### src/rtl/cop_pkg.sv
`timescale 1ns / 1ps
// ----------------------------------------------------------------------------
// cop_pkg
// Shared constants for the circle octant point generator: field widths,
// configuration register indexes and the fixed-point step end ratio.
// ----------------------------------------------------------------------------
package cop_pkg;

    // field widths fixed by the interface
    localparam int unsigned COORD_IN_W = 10;
    localparam int unsigned POINT_W    = 11;
    localparam int unsigned COLOR_W    = 24;
    localparam int unsigned SCREEN_W   = 10;
    localparam int unsigned PORT_R_W   = 8;

    // step end ratio 0.7071 as an exact fraction
    localparam int unsigned FIX_NUM = 7071;
    localparam int unsigned FIX_DEN = 10000;
    localparam int unsigned FIX_W   = 14;

    // points per item
    localparam int unsigned NUM_POINTS = 8;
    localparam int unsigned POINT_IDX_W = 3;

    // configuration register indexes
    localparam int unsigned CFG_IDX_W = 2;
    localparam logic [CFG_IDX_W-1:0] REG_SCREEN_WIDTH  = 2'd0;
    localparam logic [CFG_IDX_W-1:0] REG_SCREEN_HEIGHT = 2'd1;

    // register reset values
    localparam logic [SCREEN_W-1:0] WIDTH_RESET  = 10'd127;
    localparam logic [SCREEN_W-1:0] HEIGHT_RESET = 10'd159;

endpackage

### src/rtl/cop_queue.sv
`timescale 1ns / 1ps
// ----------------------------------------------------------------------------
// cop_queue
// Two-entry queue between the root front end and the point emitter.
// Push and pop may happen in the same cycle.
// ----------------------------------------------------------------------------
module cop_queue #(
    parameter int unsigned W = 8
) (
    input  logic         i_clk,
    input  logic         i_rst_n,
    input  logic         i_push,
    input  logic [W-1:0] i_data,
    output logic         o_ready,
    input  logic         i_pop,
    output logic         o_valid,
    output logic [W-1:0] o_data
);

    logic [W-1:0] r_mem [0:1];
    logic         r_wptr;
    logic         r_rptr;
    logic [1:0]   r_count;
    logic         w_push;
    logic         w_pop;

    assign o_ready = (r_count != 2'd2);
    assign o_valid = (r_count != 2'd0);
    assign o_data  = r_mem[r_rptr];
    assign w_push  = i_push & o_ready;
    assign w_pop   = i_pop & o_valid;

    // pointers and fill count
    always_ff @(posedge i_clk) begin
        if (!i_rst_n) begin
            r_wptr  <= 1'b0;
            r_rptr  <= 1'b0;
            r_count <= 2'd0;
        end else begin
            if (w_push) begin
                r_wptr <= ~r_wptr;
            end
            if (w_pop) begin
                r_rptr <= ~r_rptr;
            end
            if (w_push && !w_pop) begin
                r_count <= r_count + 2'd1;
            end else if (w_pop && !w_push) begin
                r_count <= r_count - 2'd1;
            end
        end
    end

    // storage
    always_ff @(posedge i_clk) begin
        if (w_push) begin
            r_mem[r_wptr] <= i_data;
        end
    end

endmodule

### src/rtl/cop_front.sv
`timescale 1ns / 1ps
// ----------------------------------------------------------------------------
// cop_front
// Accepts items, squares radius and offset, takes the integer square root
// of their difference two digits a cycle and flags the step end.
// ----------------------------------------------------------------------------
module cop_front
    import cop_pkg::*;
#(
    parameter int unsigned RADIUS_BITS = 8
) (
    input  logic                  i_clk,
    input  logic                  i_rst_n,
    input  logic                  i_start,
    output logic                  o_busy,
    input  logic [COORD_IN_W-1:0] i_center_x,
    input  logic [COORD_IN_W-1:0] i_center_y,
    input  logic [PORT_R_W-1:0]   i_radius,
    input  logic [PORT_R_W-1:0]   i_step_offset,
    input  logic [COLOR_W-1:0]    i_pixel_color,
    output logic                  o_push,
    input  logic                  i_q_ready,
    output logic [1+COLOR_W+2*COORD_IN_W+2*RADIUS_BITS-1:0] o_q_data
);

    localparam int unsigned RB  = RADIUS_BITS;
    localparam int unsigned SQ  = (RB + 1) / 2;   // root steps, two digits each
    localparam int unsigned NW  = 4 * SQ;         // radicand width
    localparam int unsigned TW  = 2 * SQ;         // root width
    localparam int unsigned RW  = 2 * SQ + 3;     // partial remainder width
    localparam int unsigned CNW = (SQ > 1) ? $clog2(SQ) : 1;
    localparam int unsigned FW  = RB + FIX_W;

    typedef enum logic [1:0] {
        S_IDLE,
        S_DIFF,
        S_ROOT,
        S_PUSH
    } t_state;

    t_state                r_state;
    logic [CNW-1:0]        r_cnt;
    logic [2*RB-1:0]       r_rr;
    logic [2*RB-1:0]       r_xx;
    logic [RB-1:0]         r_r;
    logic [RB-1:0]         r_x;
    logic [COORD_IN_W-1:0] r_cx;
    logic [COORD_IN_W-1:0] r_cy;
    logic [COLOR_W-1:0]    r_color;
    logic                  r_fin;
    logic [NW-1:0]         r_num;
    logic [RW-1:0]         r_rem;
    logic [TW-1:0]         r_root;

    logic [RB-1:0]         w_r;
    logic [RB-1:0]         w_x;
    logic                  w_accept;
    logic [FW-1:0]         w_prod;
    logic [FW-1:0]         w_hi;
    logic [FW-1:0]         w_lo;
    logic                  w_fin;
    logic [RW-1:0]         w_rem  [0:2];
    logic [TW-1:0]         w_root [0:2];
    logic [RW-1:0]         w_sh   [0:1];
    logic [RW-1:0]         w_trial[0:1];

    // radius and offset limited to the configured radius width
    generate
        if (RB <= PORT_R_W) begin : g_narrow
            assign w_r = i_radius[RB-1:0];
            assign w_x = i_step_offset[RB-1:0];
        end else begin : g_wide
            assign w_r = {{(RB-PORT_R_W){1'b0}}, i_radius};
            assign w_x = {{(RB-PORT_R_W){1'b0}}, i_step_offset};
        end
    endgenerate

    // ready while idle or while handing the last item over
    assign o_busy   = !((r_state == S_IDLE) || ((r_state == S_PUSH) && i_q_ready));
    assign w_accept = i_start & ~o_busy;
    assign o_push   = (r_state == S_PUSH);
    assign o_q_data = {r_fin, r_color, r_cx, r_cy, r_x, r_root[RB-1:0]};

    // step end test: x - 1 == floor(7071 r / 10000)
    always_comb begin
        w_prod = FW'(r_r) * FW'(FIX_NUM);
        w_hi   = FW'(r_x) * FW'(FIX_DEN);
        w_lo   = w_hi - FW'(FIX_DEN);
        w_fin  = (r_x != '0) && (w_lo <= w_prod) && (w_prod < w_hi);
    end

    // two digits of the restoring square root
    always_comb begin
        w_rem[0]  = r_rem;
        w_root[0] = r_root;
        for (int j = 0; j < 2; j++) begin
            w_sh[j]    = {w_rem[j][RW-3:0], r_num[NW-1-2*j -: 2]};
            w_trial[j] = RW'({w_root[j], 2'b01});
            if (w_sh[j] >= w_trial[j]) begin
                w_rem[j+1]  = w_sh[j] - w_trial[j];
                w_root[j+1] = {w_root[j][TW-2:0], 1'b1};
            end else begin
                w_rem[j+1]  = w_sh[j];
                w_root[j+1] = {w_root[j][TW-2:0], 1'b0};
            end
        end
    end

    // sequencer
    always_ff @(posedge i_clk) begin
        if (!i_rst_n) begin
            r_state <= S_IDLE;
            r_cnt   <= '0;
        end else begin
            case (r_state)
                S_IDLE: begin
                    if (w_accept) begin
                        r_state <= S_DIFF;
                    end
                end
                S_DIFF: begin
                    r_cnt   <= CNW'(SQ - 1);
                    r_state <= S_ROOT;
                end
                S_ROOT: begin
                    if (r_cnt == '0) begin
                        r_state <= S_PUSH;
                    end else begin
                        r_cnt <= r_cnt - CNW'(1);
                    end
                end
                S_PUSH: begin
                    if (i_q_ready) begin
                        r_state <= w_accept ? S_DIFF : S_IDLE;
                    end
                end
                default: begin
                    r_state <= S_IDLE;
                end
            endcase
        end
    end

    // item capture and squares
    always_ff @(posedge i_clk) begin
        if (w_accept) begin
            r_rr    <= (2*RB)'(w_r) * (2*RB)'(w_r);
            r_xx    <= (2*RB)'(w_x) * (2*RB)'(w_x);
            r_r     <= w_r;
            r_x     <= w_x;
            r_cx    <= i_center_x;
            r_cy    <= i_center_y;
            r_color <= i_pixel_color;
        end
    end

    // radicand, root and step end flag
    always_ff @(posedge i_clk) begin
        if (r_state == S_DIFF) begin
            r_num  <= (r_rr >= r_xx) ? NW'(r_rr - r_xx) : '0;
            r_rem  <= '0;
            r_root <= '0;
            r_fin  <= w_fin;
        end else if (r_state == S_ROOT) begin
            r_num  <= {r_num[NW-5:0], 4'b0000};
            r_rem  <= w_rem[2];
            r_root <= w_root[2];
        end
    end

endmodule

### src/rtl/cop_back.sv
`timescale 1ns / 1ps
// ----------------------------------------------------------------------------
// cop_back
// Emits the eight symmetric points of the item at the queue head, one per
// cycle, with screen clipping, into registered outputs.
// ----------------------------------------------------------------------------
module cop_back
    import cop_pkg::*;
#(
    parameter int unsigned RADIUS_BITS = 8
) (
    input  logic                  i_clk,
    input  logic                  i_rst_n,
    input  logic                  i_q_valid,
    input  logic [1+COLOR_W+2*COORD_IN_W+2*RADIUS_BITS-1:0] i_q_data,
    output logic                  o_pop,
    input  logic [SCREEN_W-1:0]   i_screen_width,
    input  logic [SCREEN_W-1:0]   i_screen_height,
    output logic                  o_point_strobe,
    output logic [POINT_W-1:0]    o_point_x,
    output logic [POINT_W-1:0]    o_point_y,
    output logic [COLOR_W-1:0]    o_point_color,
    output logic                  o_on_screen,
    output logic                  o_last_of_step,
    output logic                  o_final_step
);

    localparam int unsigned RB = RADIUS_BITS;
    localparam int unsigned CW = (RB + 2 > POINT_W) ? RB + 2 : POINT_W;
    localparam int unsigned Y_LO  = 0;
    localparam int unsigned X_LO  = RB;
    localparam int unsigned CY_LO = 2 * RB;
    localparam int unsigned CX_LO = CY_LO + COORD_IN_W;
    localparam int unsigned CL_LO = CX_LO + COORD_IN_W;
    localparam int unsigned FN_LO = CL_LO + COLOR_W;

    logic [POINT_IDX_W-1:0] r_k;
    logic                   r_strobe;
    logic [POINT_W-1:0]     r_px;
    logic [POINT_W-1:0]     r_py;
    logic [COLOR_W-1:0]     r_color;
    logic                   r_on;
    logic                   r_last;
    logic                   r_fin;

    logic [RB-1:0]          w_x;
    logic [RB-1:0]          w_y;
    logic [COORD_IN_W-1:0]  w_cx;
    logic [COORD_IN_W-1:0]  w_cy;
    logic [CW-1:0]          w_dx;
    logic [CW-1:0]          w_dy;
    logic [CW-1:0]          w_ecx;
    logic [CW-1:0]          w_ecy;
    logic [CW-1:0]          w_px;
    logic [CW-1:0]          w_py;
    logic                   w_on;

    // unpack queue head
    assign w_y  = i_q_data[Y_LO +: RB];
    assign w_x  = i_q_data[X_LO +: RB];
    assign w_cy = i_q_data[CY_LO +: COORD_IN_W];
    assign w_cx = i_q_data[CX_LO +: COORD_IN_W];

    assign o_pop = i_q_valid && (r_k == POINT_IDX_W'(NUM_POINTS - 1));

    // point k: bit 2 swaps x and y, bit 1 negates column, bit 0 negates row
    always_comb begin
        w_ecx = {{(CW-COORD_IN_W){w_cx[COORD_IN_W-1]}}, w_cx};
        w_ecy = {{(CW-COORD_IN_W){w_cy[COORD_IN_W-1]}}, w_cy};
        w_dx  = r_k[2] ? CW'(w_y) : CW'(w_x);
        w_dy  = r_k[2] ? CW'(w_x) : CW'(w_y);
        w_px  = r_k[1] ? (w_ecx - w_dx) : (w_ecx + w_dx);
        w_py  = r_k[0] ? (w_ecy - w_dy) : (w_ecy + w_dy);
        w_on  = !w_px[CW-1] && (w_px < CW'(i_screen_width)) &&
                !w_py[CW-1] && (w_py < CW'(i_screen_height));
    end

    // point counter and strobe
    always_ff @(posedge i_clk) begin
        if (!i_rst_n) begin
            r_k      <= '0;
            r_strobe <= 1'b0;
        end else begin
            r_strobe <= i_q_valid;
            if (i_q_valid) begin
                r_k <= r_k + POINT_IDX_W'(1);
            end
        end
    end

    // output registers
    always_ff @(posedge i_clk) begin
        if (i_q_valid) begin
            r_px    <= w_px[POINT_W-1:0];
            r_py    <= w_py[POINT_W-1:0];
            r_color <= i_q_data[CL_LO +: COLOR_W];
            r_on    <= w_on;
            r_last  <= (r_k == POINT_IDX_W'(NUM_POINTS - 1));
            r_fin   <= i_q_data[FN_LO];
        end
    end

    assign o_point_strobe = r_strobe;
    assign o_point_x      = r_px;
    assign o_point_y      = r_py;
    assign o_point_color  = r_color;
    assign o_on_screen    = r_on;
    assign o_last_of_step = r_last;
    assign o_final_step   = r_fin;

endmodule

### src/rtl/circle_octant_point_generator.sv
`timescale 1ns / 1ps
// Path: an accepted item passes the difference, root and push states of the
// front end, then the queue, then the registered outputs of the point emitter.
// Flow: the point emitter sends one point a cycle while the queue holds an item,
// and the front end can take the next item while earlier ones are still emitted.
// Reset: synchronous active low; clears control state and loads width 127 and
// height 159. The receiver cannot stall; each point is valid for one cycle.
// ----------------------------------------------------------------------------
// circle_octant_point_generator
// Turns one circle step into its eight symmetric points with screen clipping;
// holds the screen size registers and joins front end, queue and emitter.
// ----------------------------------------------------------------------------
module circle_octant_point_generator
    import cop_pkg::*;
#(
    parameter int unsigned RADIUS_BITS = 8
) (
    input  logic                  i_clk,
    input  logic                  i_rst_n,
    input  logic                  start,
    output logic                  busy,
    input  logic [COORD_IN_W-1:0] i_center_x,
    input  logic [COORD_IN_W-1:0] i_center_y,
    input  logic [PORT_R_W-1:0]   i_radius,
    input  logic [PORT_R_W-1:0]   i_step_offset,
    input  logic [COLOR_W-1:0]    i_pixel_color,
    input  logic                  i_cfg_valid,
    output logic                  o_cfg_ready,
    input  logic [CFG_IDX_W-1:0]  i_cfg_index,
    input  logic [SCREEN_W-1:0]   i_cfg_data,
    output logic                  o_point_strobe,
    output logic [POINT_W-1:0]    o_point_x,
    output logic [POINT_W-1:0]    o_point_y,
    output logic [COLOR_W-1:0]    o_point_color,
    output logic                  o_on_screen,
    output logic                  o_last_of_step,
    output logic                  o_final_step
);

    localparam int unsigned QW = 1 + COLOR_W + 2 * COORD_IN_W + 2 * RADIUS_BITS;

    logic [SCREEN_W-1:0] r_screen_width;
    logic [SCREEN_W-1:0] r_screen_height;
    logic                w_push;
    logic                w_q_ready;
    logic [QW-1:0]       w_push_data;
    logic                w_pop;
    logic                w_q_valid;
    logic [QW-1:0]       w_head_data;

    // configuration registers, always writable
    assign o_cfg_ready = 1'b1;

    always_ff @(posedge i_clk) begin
        if (!i_rst_n) begin
            r_screen_width  <= WIDTH_RESET;
            r_screen_height <= HEIGHT_RESET;
        end else if (i_cfg_valid && o_cfg_ready) begin
            if (i_cfg_index == REG_SCREEN_WIDTH) begin
                r_screen_width <= i_cfg_data;
            end else if (i_cfg_index == REG_SCREEN_HEIGHT) begin
                r_screen_height <= i_cfg_data;
            end
        end
    end

    // square root front end
    cop_front #(
        .RADIUS_BITS (RADIUS_BITS)
    ) u_front (
        .i_clk         (i_clk),
        .i_rst_n       (i_rst_n),
        .i_start       (start),
        .o_busy        (busy),
        .i_center_x    (i_center_x),
        .i_center_y    (i_center_y),
        .i_radius      (i_radius),
        .i_step_offset (i_step_offset),
        .i_pixel_color (i_pixel_color),
        .o_push        (w_push),
        .i_q_ready     (w_q_ready),
        .o_q_data      (w_push_data)
    );

    // item queue
    cop_queue #(
        .W (QW)
    ) u_queue (
        .i_clk   (i_clk),
        .i_rst_n (i_rst_n),
        .i_push  (w_push),
        .i_data  (w_push_data),
        .o_ready (w_q_ready),
        .i_pop   (w_pop),
        .o_valid (w_q_valid),
        .o_data  (w_head_data)
    );

    // point emitter
    cop_back #(
        .RADIUS_BITS (RADIUS_BITS)
    ) u_back (
        .i_clk           (i_clk),
        .i_rst_n         (i_rst_n),
        .i_q_valid       (w_q_valid),
        .i_q_data        (w_head_data),
        .o_pop           (w_pop),
        .i_screen_width  (r_screen_width),
        .i_screen_height (r_screen_height),
        .o_point_strobe  (o_point_strobe),
        .o_point_x       (o_point_x),
        .o_point_y       (o_point_y),
        .o_point_color   (o_point_color),
        .o_on_screen     (o_on_screen),
        .o_last_of_step  (o_last_of_step),
        .o_final_step    (o_final_step)
    );

endmodule

### config.mk
export PLATFORM = sky130hd
export DESIGN_NAME = circle_octant_point_generator
export DESIGN_NICKNAME = d
export VERILOG_FILES = /design/src/rtl/cop_pkg.sv /design/src/rtl/cop_queue.sv /design/src/rtl/cop_front.sv /design/src/rtl/cop_back.sv /design/src/rtl/circle_octant_point_generator.sv
export SDC_FILE = /design/constraint.sdc
export NUM_CORES = 1
export LEC_CHECK = 0
export BUFFER_PORTS_ARGS = -buffer_cell sky130_fd_sc_hd__buf_4
export CAP_MARGIN = 15
export CORE_MARGIN = 5
export CORE_UTILIZATION = 55
export CTS_CLUSTER_DIAMETER = 120
export DETAILED_ROUTE_END_ITERATION = 6
export GPL_ROUTABILITY_DRIVEN = 0
export GPL_TIMING_DRIVEN = 1
export PLACE_DENSITY_LB_ADDON = 0.08
export RECOVER_POWER = 100
export SLEW_MARGIN = 20
export SYNTH_ARGS = -nofsm -noshare
export SYNTH_HDL_FRONTEND = slang
export SYNTH_SLANG_ARGS = --single-unit
### constraint.sdc
create_clock -name i_clk -period 15.8 [get_ports i_clk]
set_input_delay 3.16 -clock i_clk [delete_from_list [all_inputs] [get_ports i_clk]]
set_output_delay 3.16 -clock i_clk [all_outputs]
set_load 0.02 [all_outputs]
==> flow_summary.ini <==
[worst_setup_path]
cp.arrival_ns = 8.07
path_cells = clkbuf_1 -> mux4_2 -> inv_1 -> ha_1 -> mux2_1 -> inv_1 -> ha_1 -> nor2b_1 -> o21ai_0 -> a21boi_0 -> o21ai_0 -> a21boi_0 -> o21ai_0 -> nor2b_1 -> xnor2_1 -> ha_1 -> o21ai_0 -> o21ai_0 -> a211o_1 -> nor4_1
r2r_cells = 20
crit_type = reg2reg
timing.rr.end = u_back.o_on_screen$_DFFE_PP_
cp-start-kind = flop
cp_slowest_cell = clkbuf_1
crit_path_frequent_cell = o21ai_0
endpoint = u_back.o_on_screen$_DFFE_PP_
cp.required_ns = 16.16
r2r_setup_slack_ns = 8.10
crit_fanout = 61
max_stage_delay_ns = 2.81
end_kind = flop

[detailed_routing]
wl_per_cell_um = 17.1
firstDrtPassIters = 5
viasPerCell = 5.45
initialDrtViolationCount = 665
drt-total-wl_mm = 45.6
drc = 0
antenna_left = 0
via_count = 14500

[global_route]
grt_pass1_vias = 15100
grt.total_usage_pct = 20.5
grt_pass1_wl_mm = 75.2
grt_overflow = 0
grt_max_degree = 62
antenna_found_initial = 0

[outcome]
violations = max-capacitance violations, max-slew violations
run_status = finished, violations left

[timing]
fin_setup_tns_ns = 0
clock-skew-final_ns = 0.0112
finalCriticalPeriod_ns = 7.70
finalSetupViolCount = 0
min_period_over_period_pct = 48.8
finalHoldViolations = 0
whs_ns = 0.441
max-slew-margin-rel_pct = -168
rsz0062_at_grt = false
worstMarginPinSlew_ns = 4.02
slew_violations = 305
clock.fmax_mhz = 130

[job]
drv_cap = 7

[logic_synthesis]
ys.flop_type = edfxtp_1
netlist_area_um2 = 22300
yosysTopAreaCellShare_pct = 37.2
synth_edf_count = 276
syn_nets = 2418
synthTopCellsByArea = edfxtp_1 37%, ha_1 15%, fa_1 8.9%
yosys-top-cells-count = 276 x edfxtp_1, 272 x inv_1, 270 x ha_1
post_synth_num_cell_types = 84
ys_seq_area_share_pct = 41.7
synth_cells = 1973
synth_top_area_cell = edfxtp_1
yosysMostFrequentCell = edfxtp_1
synth_area_per_cell_um2 = 11.3
postSynth.asyncResetShare_pct = 0
ys_warn_count = 0
ys_ff_latch = 326

[cts]
cts_resized = 0
clk_pin_slew_ns = 0.07
numClockSinks = 326
cts_tree = built
cts_setup_buffers = 0
cts_root_buf = clkbuf_16
cts_inserted_buffers = 37
h-tree-depth = 2
postCtsHoldBufs = 0
cts.path.max_buffers = 3
clk_latency_ns = 0.54

[die]
die_area_um2 = 44600
ios = 128
die_w_um = 211
rows = 73
core_um2 = 39900
start_util_pct = 55.8
die_y_um = 211

[placement]
place_hpwl_mm = 34.6
place_inst = 2597
numPortBuffers = 126

[cells_and_area]
drive_gt1_share_pct = 8.79
syn_to_final_growth_pct = 10.7
n_antenna_cell = 0
fillers = 3254
fin_nets = 2557
layout.cells.non_filler = 2665

[min_path]
min_from = u_front.r_cy[2]$_DFFE_PP_
hold_class = reg2reg
-- worst min-delay path by stage --
stage	endpoint	slack [ns]	cells past startpoint
final	u_queue.r_mem[0][18]$_DFFE_PP_	0.44	0
after global routing	u_queue.r_mem[1][17]$_DFFE_PP_	0.46	0
after CTS	u_queue.r_mem[1][43]$_DFFE_PP_	0.44	0
after detailed placement	u_queue.r_mem[1][45]$_DFFE_PP_	0.43	0
after global placement	u_queue.r_mem[0][38]$_DFFE_PP_	0.42	0
after floorplan	u_queue.r_mem[0][16]$_DFFE_PP_	0.42	0
-- layout make-up --
cell class                 count  area (um^2)  area share [%]
sequential                   326         9290            37.6
multi-input combinational   1340        11800            47.9
tap                          525          657            2.66
inverter                     273         1020            4.15
clock buffer                  52         1040            4.23
timing repair buffer         134          694            2.81
clock inverter                15          158           0.639
-- state kept, by name, indices dropped and copies added (netlist names), 2 cells and up, named ones only --
register / flops
u_front.r_cy: 10
u_front.r_cnt: 2
u_front.r_root: 8
u_front.r_r: 8
u_front.r_x: 8
u_front.r_xx: 14
u_front.r_num: 16
u_front.r_state: 2
u_front.r_cx: 10
r_screen_height: 10
u_front.r_rem: 9
u_back.o_point_color: 24
u_front.r_rr: 14
u_back.o_point_x: 11
u_back.o_point_y: 11
r_screen_width: 10
u_queue.r_mem: 122
u_queue.r_count: 2
u_back.r_k: 3
u_front.r_color: 24
-- cell families after synthesis --
kind of cell / synth area share [%]
and+or+nand+nor: 9.66
muxes: 4.44
xor gates and xnor gates: 4.91
adders and majority gates: 24.1
AOI/OAI and AO/OA: 9.95
other: 0.0168
buffers and inverters: 5.28
DFF: 41.7
-- stage by stage --
step                      cell area (um^2)  utilization (%)  setup slack, ns
after floorplan                      22300                -             8.05
after global placement               23800             59.6             8.66
after detailed placement             23800             59.6             8.56
after CTS                            25000             62.7             9.07
after global routing                 24700             61.8             7.37
final                                24700             61.8             8.10
-- layout by cell type (no fill, tap or decap), drive strengths merged, types with 8 or more instances in the layout --
cell     count
a211oi      12
a21boi      20
a21o        27
a21oi       66
a31oi       16
and2        45
and3        19
buf         13
clkbuf     173
clkinv      12
dfxtp       50
edfxtp     276
fa          99
ha         270
inv        272
mux2        55
mux2i       23
nand2      105
nand2b      12
nand3       28
nand4       13
nor2       114
nor2b       29
nor3        33
nor4         8
o211ai      18
o21a        23
o21ai       64
o21bai      10
o2bb2ai     11
o31ai        8
or2          9
xnor2       77
xor2        47
-- layer usage --
metal	part of all wire [%]	track usage, %
met4	2.1	5.28
met3	3.7	2.70
met2	49	36.3
met5	0	0
met1	45	26.9
-- critical path, delay by kind of cell (launching register included) --
kind	cells	cell delay, ns
AND/OR/NAND/NOR	3	0.58
adder cells (fa/ha/maj)	3	0.69
multiplexers	2	1.19
AO/OA/AOI/OAI	8	1.57
buffers and inverters	3	2.98
XOR/XNOR	1	0.17
flip-flops	1	0.30
Power is not shown: default switching activity piles up to over one toggle a cycle in this logic, so the estimate is an artifact.
